<file path="src/bsa_divider.sv">
// Restoring shift-subtract divider, one quotient bit per cycle.
// Used by the allocator for the modulo by the active file count; only the remainder
// is brought out. No package dependencies.
module bsa_divider #(
    parameter int DIVIDEND_W = 11,
    parameter int DIVISOR_W  = 4
) (
    input  logic                  clk,
    input  logic                  rst_n,
    input  logic                  start,
    input  logic [DIVIDEND_W-1:0] dividend,
    input  logic [DIVISOR_W-1:0]  divisor,
    output logic                  done,
    output logic [DIVISOR_W-1:0]  remainder
);

    localparam int CNT_W = $clog2(DIVIDEND_W + 1);

    logic                  busy_reg;
    logic                  done_reg;
    logic [CNT_W-1:0]      cnt_reg;
    logic [DIVIDEND_W-1:0] quo_reg;
    logic [DIVISOR_W-1:0]  rem_reg;
    logic [DIVISOR_W-1:0]  dvs_reg;

    logic [DIVISOR_W:0]    trial;
    logic                  trial_ge;
    logic [DIVISOR_W:0]    trial_diff;
    logic [DIVISOR_W-1:0]  rem_next;

    // The partial remainder always stays below the divisor, so the trial
    // value fits one extra bit and the result fits the divisor width.
    always_comb
    begin
        trial      = {rem_reg, quo_reg[DIVIDEND_W-1]};
        trial_ge   = (trial >= {1'b0, dvs_reg});
        trial_diff = trial - {1'b0, dvs_reg};
        rem_next   = trial_ge ? trial_diff[DIVISOR_W-1:0] : trial[DIVISOR_W-1:0];
    end

    always_ff @(posedge clk or negedge rst_n)
    begin
        if (!rst_n)
        begin
            busy_reg <= 1'b0;
            done_reg <= 1'b0;
            cnt_reg  <= '0;
        end
        else
        begin
            done_reg <= 1'b0;
            if (start)
            begin
                busy_reg <= 1'b1;
                cnt_reg  <= CNT_W'(DIVIDEND_W);
            end
            else if (busy_reg)
            begin
                cnt_reg <= cnt_reg - 1'b1;
                if (cnt_reg == CNT_W'(1))
                begin
                    busy_reg <= 1'b0;
                    done_reg <= 1'b1;
                end
            end
        end
    end

    always_ff @(posedge clk)
    begin
        if (start)
        begin
            quo_reg <= dividend;
            rem_reg <= '0;
            dvs_reg <= divisor;
        end
        else if (busy_reg)
        begin
            quo_reg <= {quo_reg[DIVIDEND_W-2:0], trial_ge};
            rem_reg <= rem_next;
        end
    end

    assign done      = done_reg;
    assign remainder = rem_reg;

endmodule

</file>
<file path="config.mk">
export PLATFORM = sky130hd
export DESIGN_NAME = bsa_divider
export DESIGN_NICKNAME = d
export VERILOG_FILES = /design/src/bsa_divider.sv
export SDC_FILE = /design/constraint.sdc
export NUM_CORES = 1
export LEC_CHECK = 0
export ABC_AREA = 1
export BUFFER_PORTS_ARGS = -buffer_cell sky130_fd_sc_hd__buf_4
export CAP_MARGIN = 20
export CORE_UTILIZATION = 50
export CTS_CLUSTER_DIAMETER = 100
export CTS_CLUSTER_SIZE = 30
export DETAILED_ROUTE_END_ITERATION = 8
export GPL_ROUTABILITY_DRIVEN = 0
export PLACE_DENSITY = 0.84
export SLEW_MARGIN = 20
export SYNTH_ARGS = -nofsm -noshare
export SYNTH_HDL_FRONTEND = slang
export SYNTH_SLANG_ARGS = --single-unit
</file>
<file path="constraint.sdc">
create_clock -name clk -period 1.7 [get_ports clk]
set_clock_uncertainty 0.1 [all_clocks]
set_input_delay 0 -clock clk [delete_from_list [all_inputs] [get_ports clk]]
set_output_delay 0 -clock clk [all_outputs]
set_load 0.02 [all_outputs]
</file>
# Word level (Yosys, flattened, before mapping)
# Index checks and enable logic that the tools add are counted.
# Widths: inputs -> output; s select.
[word_totals]
ramBits = 0
regBits = 25
mem_bits_ro = 0
wordCells = 22
output_inout_bits = 5
memories = 0
latchBits = 0
[op_classes]
div = 0
bitwise_logic = 0
reduce_logical = 1
shift = 0
magnitude_cmp = 1
n_mux = 11
n_addsub = 2
mul = 0
n_eq_ne = 1
[ops]
columns = ["operator", "count"]
rows = [
  ["$mux 11", 2],
  ["$mux 4", 3],
  ["$mux 1", 6],
  ["$ge 5x4->1", 1],
  ["$eq 4x1->1 const B", 1],
  ["$sub 4x1->4 const B", 1],
  ["$sub 4x4->4", 1],
  ["$reduce_bool 2->1", 1],
]

# Depth between registers and ports, before layout
# Gate-level depths: netlist of the first run.
[logic_depth]
ltp_word = 4
depth_mapped = 10

# Worst setup path after synthesis of the first run
# No wires, ideal clock.
[synth_timing]
kind = "register to register"
start = "register rem_reg[1], in the netlist remainder[1]"
end = "register quo_reg[0], data pin"
setup_time_ps = 262
t_arrival_ps = 1184
path_slack_ps = 154
n_path_buf = 0
stages_incl_launch_ff = 6
required_time_ps = 1338
cell_sequence = "dfxtp_1 ha_1 a21oi_1 nand2_1 nand2_4 a31oi_1"
[synth_via]
elab_chain_len = 3
[synth_rtl]
columns = ["element", "line", "rtl"]
rows = [
  ["start: declaration", "23", "logic [DIVISOR_W-1:0] rem_reg;"],
  ["start signal: assignment", "80", "rem_reg <= rem_next;"],
  ["$ge 5x4->1", "36", "trial_ge = (trial >= {1'b0, dvs_reg});"],
  ["$mux 11", "77", "else if (busy_reg)"],
  ["$mux 11", "71", "if (start)"],
  ["end signal: assignment", "73", "quo_reg <= dividend;"],
  ["end signal: assignment", "79", "quo_reg <= {quo_reg[DIVIDEND_W-2:0], trial_ge};"],
  ["end: declaration", "22", "logic [DIVIDEND_W-1:0] quo_reg;"],
]
# Every way passes these cells. The select of a mux whose other input is x is not followed.
# A chain may end at the register's enable or synchronous reset.

# Final worst setup path of the first run
[layout_timing]
start = "register quo_reg[10]"
end = "register rem_reg[2], in the netlist remainder[2]"
[layout_via]
elab_chain_len = 2
elab_cells_between_ends = 3
classes_between = "add/sub: 1; order compare: 1; mux: 1"
[layout_rtl]
columns = ["element", "line", "rtl"]
rows = [
  ["$sub 4x4->4 / $ge 5x4->1 (equally long branches)", "37, 36", ""],
  ["$mux 4 *", "38", "rem_next = trial_ge ? trial_diff[DIVISOR_W-1:0] : trial[DIVISOR_W-1:0];"],
]
# Mark *: on every way between the ends. The rest lies on a longest branch, timed or not.

==> results.py, run 1 <==
metrics = {
    "global_routing": {
        "grt_use_total_pct": 23.9,
        "antenna_found_initial": 0,
        "grt_pass1_vias": 1062,
        "grt_pass1_wl_mm": 4.53,
        "grt_overflow_total": 0,
        "grt_max_degree": 21,
    },
    "synth": {
        "synth_top_cell_by_area": "edfxtp_1",
        "ys_seq_area_share_pct": 55.3,
        "synth_cell_types": 26,
        "synth_top_area_share_pct": 36.6,
        "synth_edf_count": 15,
        "ys_top_cells_by_area": "edfxtp_1 (37%), nand2_1 (15%), dfrtp_1 (12%)",
        "synth_area_sq_um": 1230,
        "yosys_warnings": 0,
        "synth-seq-cells": 25,
        "postSynthAreaPerCell_sq_um": 9.40,
        "synth_flop_cell": "edfxtp_1",
        "syn_inst": 131,
        "syn_nets": 156,
        "synthArstFlopShare_pct": 24.0,
    },
    "cells_and_area": {
        "fillerInstances": 160,
        "drive_gt1_share_pct": 20.8,
        "area_growth_pct": 32.8,
        "largest_register_ffs": 11,
        "final_common_cell": "nand2_1",
        "n_antenna_cell": 0,
        "nNetsFinal": 199,
        "final_cell_mix": "nand2_1 (49), buf_4 (23), dlygate4sd3_1 (18), edfxtp_1 (15), inv_1 (14)",
    },
    "setup_path": {
        "cp.required_ps": 1840,
        "arrival_ps": 1710,
        "cp_max_fo": 2,
        "cp-start-kind": "register",
        "criticalPathCategory": "reg2reg",
        "worstSetupEndpointType": "register",
    },
    "sta": {
        "final_hold_viol_count": 0,
        "setup_viol": 0,
        "rsz0062_at_grt": "no",
        "period_minus_slack_ps": 1570,
        "min_period_over_period_pct": 92.2,
        "final_max_slew_viol_count": 0,
        "max_freq_ghz": 0.638,
        "hold-worst-slack_ps": 282,
        "worst_slack_ps": 132,
        "slew_headroom_pct": 69.7,
        "tns_ps": 0,
        "worstMarginPinSlew_ps": 453,
    },
    "clock_tree": {
        "cts_setup_buffers": 0,
        "cts_root_buffer": "clkbuf_4",
        "cts_tree": "done",
        "clk_pin_slew_ps": 140,
        "cts_sinks": 25,
        "cts_htree_levels": 1,
        "numCtsBuffers": 3,
        "clockBufferDepth": 2,
        "insertion_delay_ps": 320,
    },
    "run": {
        "cap_violations": 0,
    },
    "routing": {
        "first_pass_iters": 6,
        "drc": 0,
        "drtIter0Drc": 25,
        "totalWireLength_mm": 2.71,
        "routedWlPerCell_um": 13.5,
        "vias": 1058,
        "ant_nets": 0,
        "routed_via_density": 5.26,
    },
    "pwr": {
        "power_uw": 1760,
        "p_leak_uw": 0.000808,
        "p_per_area_nw_per_um2": 1070,
        "ir_worst_vdd_v": 0.000689,
    },
    "floorplan": {
        "start_util_pct": 54.1,
        "fp.dieH_um": 51.6,
        "rows": 17,
        "dieWidth_um": 51.6,
        "pin_count": 23,
        "core-area_sq_um": 2280,
        "die-area_sq_um": 2660,
    },
    "place": {
        "dp_slack_ps": 141,
        "port_buffers": 22,
        "dp_hpwl_mm": 1.72,
    },
    "min_path": {
        "hp-class": "in2reg",
    },
    "run_status": {
        "status": "finished, final reports clean",
    },
}
routing by layer:
metal  wire length (um)  global-route usage [%]
met5                  0                       0
met4                125                    14.0
met2               1400                    45.0
met1               1100                    25.0
met3                 85                    3.22
final timing paths:
check                             start            to  slack (ps)  cells after the start
setup / recovery            quo_reg[10]  remainder[2]         130                      7
hold / removal               divisor[2]    dvs_reg[2]         280                      2
setup reg to reg            quo_reg[10]  remainder[2]         130                      7
hold reg to reg            remainder[3]  remainder[3]         380                      2
max in group asynchronous         rst_n    cnt_reg[1]         800                      3
min in group asynchronous         rst_n    cnt_reg[2]         490                      3
timing repair:
action	4_1_cts	5_1_grt
hold buffers	18	0
resized for setup	0	2
endpoints found under the hold margin	26	0
endpoints found under the setup margin	0	1
kinds of logic after synthesis:
| logic type | share of synthesized area [%] |
|---|---|
| AOI/OAI and AO/OA | 3.56 |
| xor gates and xnor gates | 0.712 |
| adders and majority gates | 7.72 |
| buffers and inverters | 6.00 |
| DFF | 55.3 |
| and+or+nand+nor | 26.7 |
power breakdown:
| group | internal, uW | switching (uW) | total (uW) |
|---|---|---|---|
| clock | 88.4 | 184 | 272 |
| sequential | 744 | 63.1 | 808 |
| combinational | 293 | 385 | 678 |
cell type report:
| type | instances | area [sq um] | share of cell area [%] |
|---|---|---|---|
| timing repair buffer | 41 | 353 | 21.6 |
| sequential | 25 | 681 | 41.6 |
| clock inverter | 1 | 5.00 | 0.306 |
| inverter | 15 | 56.3 | 3.44 |
| tap | 28 | 35.0 | 2.14 |
| clock buffer | 3 | 22.5 | 1.38 |
| multi-input combinational | 88 | 483 | 29.5 |
worst max-delay path, stage by stage, from the launching register on:
cell      delay, ps
edfxtp_1        350
inv_1            50
ha_1            230
fa_1            380
xor2_1          160
nand2_1          80
nand3_1          80
nand2_1          50
Yosys cell counts (all sizes together), types with 2 or more instances:
cell type / n
nand4: 2
nor2: 9
edfxtp: 15
o21ai: 3
ha: 6
inv: 15
nand2: 51
buf: 3
dfrtp: 6
dfxtp: 4
a21oi: 3
nand3: 8
per-stage QoR:
| stage | util, % | std cells | area (sq um) |
|---|---|---|---|
| floorplan | - | 131 | 1230 |
| global placement | 62.5 | 179 | 1420 |
| detailed placement | 62.5 | 179 | 1420 |
| CTS | 71.6 | 201 | 1630 |
| global route | 71.9 | 201 | 1640 |
| finish | 71.9 | 201 | 1640 |
Power figures use the tool's default switching activity.
==> run 2: changes to the inputs <==
--- a/config.mk
+++ b/config.mk
@@ -8,6 +8,7 @@
 export ABC_AREA = 1
 export BUFFER_PORTS_ARGS = -buffer_cell sky130_fd_sc_hd__buf_4
 export CAP_MARGIN = 20
+export CORE_MARGIN = 10
 export CORE_UTILIZATION = 50
 export CTS_CLUSTER_DIAMETER = 100
 export CTS_CLUSTER_SIZE = 30
==> run 2 against run 1 <==
Critical path depth shrank 2. Largest cell class unchanged. Combinational power decreased by 2%. Hold slack improved by 10 ps. Worst setup slack lost 21 ps. Clock power down 1%. Via count decreased by 3.6%. Maximum frequency shrank 1.3%. Total power shrank 0.77%. Register-to-register slack got worse by 20 ps. Sequential cell count is the same.
==> results.py, run 2 (synthesis results as in run 1) <==
metrics = {
    "run_status": {
        "status": "finished, final reports clean",
    },
    "clock_tree": {
        "clk_pin_slew_ps": 140,
        "insertion_delay_ps": 320,
        "cts_htree_levels": 1,
        "cts_setup_buffers": 0,
        "cts_sinks": 25,
        "cts_tree": "done",
        "cts_hold_repair.buffers": 18,
        "cts_root_buffer": "clkbuf_4",
        "clockBufferDepth": 2,
        "cts-resized-gates": 0,
        "numCtsBuffers": 3,
    },
    "sta": {
        "rsz0062_at_grt": "no",
        "setup_viol": 0,
        "final_max_slew_viol_count": 0,
        "max_freq_ghz": 0.630,
        "hold-worst-slack_ps": 292,
        "slew_headroom_pct": 72.2,
        "period_minus_slack_ps": 1590,
        "tns_ps": 0,
        "min_period_over_period_pct": 93.4,
        "worstMarginPinSlew_ps": 416,
        "final_hold_viol_count": 0,
    },
    "setup_path": {
        "cp-start-kind": "register",
        "cp_max_fo": 6,
        "regToRegSetupSlack_ps": 110,
        "cp.required_ps": 1670,
        "arrival_ps": 1560,
        "criticalPathCategory": "reg2reg",
        "worstSetupEndpointType": "register",
    },
    "global_routing": {
        "grtUsageMet1_pct": 12.4,
        "grt_max_degree": 21,
        "use_met2_pct": 21.3,
        "antenna_found_initial": 0,
        "grt_pass1_vias": 1092,
        "grt_use_total_pct": 11.6,
        "grt.met3_usage_pct": 3.14,
        "top_usage_layer": "met2",
        "grt_pass1_wl_mm": 4.84,
        "grt_overflow_total": 0,
    },
    "cells_and_area": {
        "n_antenna_cell": 0,
        "multi_input_area_sq_um": 477,
        "drive_gt1_share_pct": 19.7,
        "seq_area_sq_um": 681,
        "post-route-util_pct": 71.7,
        "final_cell_mix": "nand2_1 (49), buf_4 (23), dlygate4sd3_1 (18), edfxtp_1 (15), inv_1 (14)",
        "area_growth_pct": 32.5,
        "nNetsFinal": 199,
        "final_common_cell": "nand2_1",
        "fillerInstances": 156,
        "largest_register_ffs": 11,
    },
    "routing": {
        "ant_nets": 0,
        "drtIter0Drc": 64,
        "routed_via_density": 5.07,
        "routedWlPerCell_um": 13.5,
        "totalWireLength_mm": 2.72,
        "first_pass_iters": 5,
        "drc": 0,
        "vias": 1020,
    },
    "place": {
        "port_buffers": 22,
        "dp_hpwl_mm": 1.86,
    },
    "floorplan": {
        "core-area_sq_um": 2280,
        "die-area_sq_um": 4850,
        "rows": 17,
        "pin_count": 23,
        "dieWidth_um": 69.6,
        "fp.dieH_um": 69.6,
        "start_util_pct": 54.1,
    },
    "pwr": {
        "p_per_area_nw_per_um2": 1070,
        "ir_worst_vdd_v": 0.000849,
        "p_leak_uw": 0.000806,
    },
    "run": {
        "cap_violations": 0,
    },
    "min_path": {
        "hp-class": "in2reg",
    },
}
## run 2: cell count changes in the layout (fill, tap and decap cells not counted), sizes merged
cell      delta
clkinv       -1
clkinvlp     +1
## run 2: path summary, 6_finish.rpt
| path | start | to | cells after the start |
|---|---|---|---|
| worst min register to register | remainder[3] | remainder[3] | 2 |
| min in group asynchronous | rst_n | cnt_reg[3] | 3 |
| max in group asynchronous | rst_n | busy_reg | 3 |
| worst min-delay path | divisor[3] | dvs_reg[3] | 2 |
| worst max-delay path | remainder[1] | quo_reg[0] | 5 |
| worst max register to register | remainder[1] | quo_reg[0] | 5 |
## run 2: area by class of cell
class                           instances  share of cell area (%)
Tap cell                               28                    2.15
Clock inverter                          1                   0.460
Inverter                               15                    3.45
Sequential cell                        25                    41.7
Multi-Input combinational cell         88                    29.2
Timing Repair Buffer                   41                    21.6
Clock buffer                            3                    1.38
## run 2: power by group
part	leakage [uW]	internal, uW	switching, uW
sequential	0.000259	745	66.8
clock	0.0000139	89.8	178
combinational	0.000533	285	380
## run 2: layer usage
layer	up-vias	wire length, um	part of all wire (%)
met5	-	0	0
met4	0	27	0.99
met3	4	134	4.9
met2	25	1470	54
met1	485	1090	40
li1	506	-	-
## run 2: through the flow
stage                     instance area [sq um]  setup slack (ps)  total power (uW)  cells
after CTS                                  1630               124              1750    201
after floorplan                            1230               154              1240    131
after global placement                     1420               225              1400    179
after global routing                       1630              5.56              1870    201
after detailed placement                   1420               153              1440    179
final                                      1630               112              1740    201
## run 2: worst max-delay path, stage by stage (launching register included)
cell and delay (ps):
dfxtp_1 370, ha_1 360, a21oi_1 200, nand2_1 120, nand2_4 110, a31oi_1 80
==> run 3: changes to the inputs <==
--- a/config.mk
+++ b/config.mk
@@ -8,13 +8,14 @@
 export ABC_AREA = 1
 export BUFFER_PORTS_ARGS = -buffer_cell sky130_fd_sc_hd__buf_4
 export CAP_MARGIN = 20
+export CELL_PAD_IN_SITES_DETAIL_PLACEMENT = 1
+export CELL_PAD_IN_SITES_GLOBAL_PLACEMENT = 1
 export CORE_MARGIN = 10
-export CORE_UTILIZATION = 50
-export CTS_CLUSTER_DIAMETER = 100
+export CORE_UTILIZATION = 41
+export CTS_CLUSTER_DIAMETER = 50
 export CTS_CLUSTER_SIZE = 30
 export DETAILED_ROUTE_END_ITERATION = 8
-export GPL_ROUTABILITY_DRIVEN = 0
-export PLACE_DENSITY = 0.84
+export PLACE_DENSITY = 0.89
 export SLEW_MARGIN = 20
 export SYNTH_ARGS = -nofsm -noshare
 export SYNTH_HDL_FRONTEND = slang
==> run 3 against run 2 <==
Clock-buffer cell count up 1. Total power increased by 5.3%. Design area increased by 1.8%. Combinational power is 11% higher. Sequential power grew 0.6%. First-iteration DRC count down 39%. Worst setup slack got worse by 14 ps. Largest power group unchanged. Highest routed layer unchanged.
==> results.py, run 3 (synthesis results as in run 1) <==
metrics = {
    "run_status": {
        "status": "finished, final reports clean",
    },
    "routing": {
        "drtIter0Drc": 39,
        "routedWlPerCell_um": 16.6,
        "routed_via_density": 5.11,
        "totalWireLength_mm": 3.40,
        "first_pass_iters": 4,
        "ant_nets": 0,
        "drc": 0,
        "vias": 1047,
    },
    "min_path": {
        "hp-class": "in2reg",
        "hold_path_depth": 2,
        "holdCritStartpoint": "divisor[0]",
        "min_to": "dvs_reg[0]",
    },
    "cells_and_area": {
        "largest_register_ffs": 11,
        "final_common_cell": "nand2_1",
        "area_growth_pct": 34.9,
        "multi_input_area_sq_um": 498,
        "fillerInstances": 318,
        "seq_area_sq_um": 681,
        "post-route-util_pct": 59.2,
        "drive_gt1_share_pct": 21.8,
        "nNetsFinal": 200,
        "final_cell_mix": "nand2_1 (48), buf_4 (24), dlygate4sd3_1 (18), edfxtp_1 (15), inv_1 (14)",
        "n_antenna_cell": 0,
    },
    "sta": {
        "setup_viol": 0,
        "final_hold_viol_count": 0,
        "tns_ps": 0,
        "rsz0062_at_grt": "no",
        "min_period_over_period_pct": 94.3,
        "hold-worst-slack_ps": 284,
        "max_freq_ghz": 0.624,
        "worstMarginPinSlew_ps": 457,
        "slew_headroom_pct": 69.5,
        "period_minus_slack_ps": 1600,
        "final_max_slew_viol_count": 0,
    },
    "setup_path": {
        "criticalPathCategory": "reg2reg",
        "critical-path-max-stage-delay_ps": 400,
        "cpMostUsedCell": "nand2_1",
        "worstSetupEndpointType": "register",
        "cp-start-kind": "register",
        "regToRegSetupSlack_ps": 100,
        "r2r-end": "remainder[1]",
        "cp_max_fo": 6,
        "cp.required_ps": 1840,
        "path_cells": "inv_1, ha_2, nand2_1, nor2_2, nor2_4, nand2_2, nand2_1, nand3_1, nand2_1",
        "r2r_start": "dvs_reg[2]",
        "r2r.worst_path.cells": 9,
        "arrival_ps": 1740,
        "crit_slowest_cell": "ha_2",
    },
    "clock_tree": {
        "cts_setup_buffers": 0,
        "insertion_delay_ps": 320,
        "cts_sinks": 25,
        "cts_htree_levels": 1,
        "numCtsBuffers": 3,
        "cts_tree": "done",
        "cts_root_buffer": "clkbuf_4",
        "clk_pin_slew_ps": 140,
        "clockBufferDepth": 2,
    },
    "floorplan": {
        "start_util_pct": 43.9,
        "core-area_sq_um": 2810,
        "fp.dieH_um": 74.8,
        "pin_count": 23,
        "rows": 19,
        "dieWidth_um": 74.8,
        "die-area_sq_um": 5600,
    },
    "global_routing": {
        "grt_overflow_total": 0,
        "grt_max_degree": 15,
        "grt_pass1_vias": 1242,
        "antenna_found_initial": 0,
        "grt_pass1_wl_mm": 5.69,
        "grt_use_total_pct": 13.3,
    },
    "pwr": {
        "ir_worst_vdd_v": 0.000675,
        "p_per_area_nw_per_um2": 1110,
        "p_leak_uw": 0.000813,
    },
    "place": {
        "dp_hpwl_mm": 2.26,
        "globalplace.congestion": 0.827,
        "port_buffers": 22,
    },
    "run": {
        "cap_violations": 0,
    },
}
==> run 3: routing by layer <==
layer  track usage, %  up-vias  share of wire [%]  wire length [um]
li1                 -      511                  -                 -
met1             13.6      505                 38              1280
met2             26.4       24                 56              1920
met3             2.63        7                3.9               134
met4             3.78        0                2.0                67
met5                0        -                  0                 0
==> run 3: cell type report <==
| cell class | count | share of cell area, % |
|---|---|---|
| clock buffers | 4 | 1.58 |
| inverters | 15 | 3.39 |
| multi-input cells | 88 | 30.0 |
| flip-flops and latches | 25 | 41.0 |
| well taps | 31 | 2.34 |
| repair buffers | 42 | 21.7 |
==> run 3: critical path, delay by kind of cell, from the launching register on <==
family	cells	cell delay, ps
simple gates	7	600
fa+ha+maj	1	400
flops	1	350
buf+inv	1	40
==> run 3: through the flow <==
step | power (uW) | instance area, sq um | setup WS, ps | instances
2_1_floorplan | 1240 | 1230 | 154 | 131
3_3_place_gp | 1420 | 1430 | 218 | 183
3_5_place_dp | 1460 | 1430 | 77.9 | 183
4_1_cts | 1770 | 1640 | 58.1 | 205
5_1_grt | 1940 | 1660 | 11.1 | 205
6_report | 1840 | 1660 | 97.2 | 205
==> run 3: what timing repair did <==
action	4_1_cts	5_1_grt
resized for setup	0	5
endpoints found under the hold margin	29	0
setup endpoints to repair	0	4
hold buffers	18	0
==> run 3: where the power goes <==
group	switching [uW]	internal [uW]
Clock	188	92.0
Combinational	433	308
Sequential	70.8	745
Total	691	1150
==> run 3: how the worst max path moves through the flow <==
| stage | slack, ps | endpoint | cells after the start | from |
|---|---|---|---|---|
| floorplan | 150 | quo_reg[0] | 5 | remainder[1] |
| global placement | 220 | quo_reg[0] | 5 | remainder[1] |
| detailed placement | 80 | quo_reg[0] | 5 | remainder[1] |
| CTS | 60 | quo_reg[0] | 6 | dvs_reg[2] |
| global route | 10 | remainder[0] | 9 | dvs_reg[2] |
| finish | 100 | remainder[1] | 9 | dvs_reg[2] |
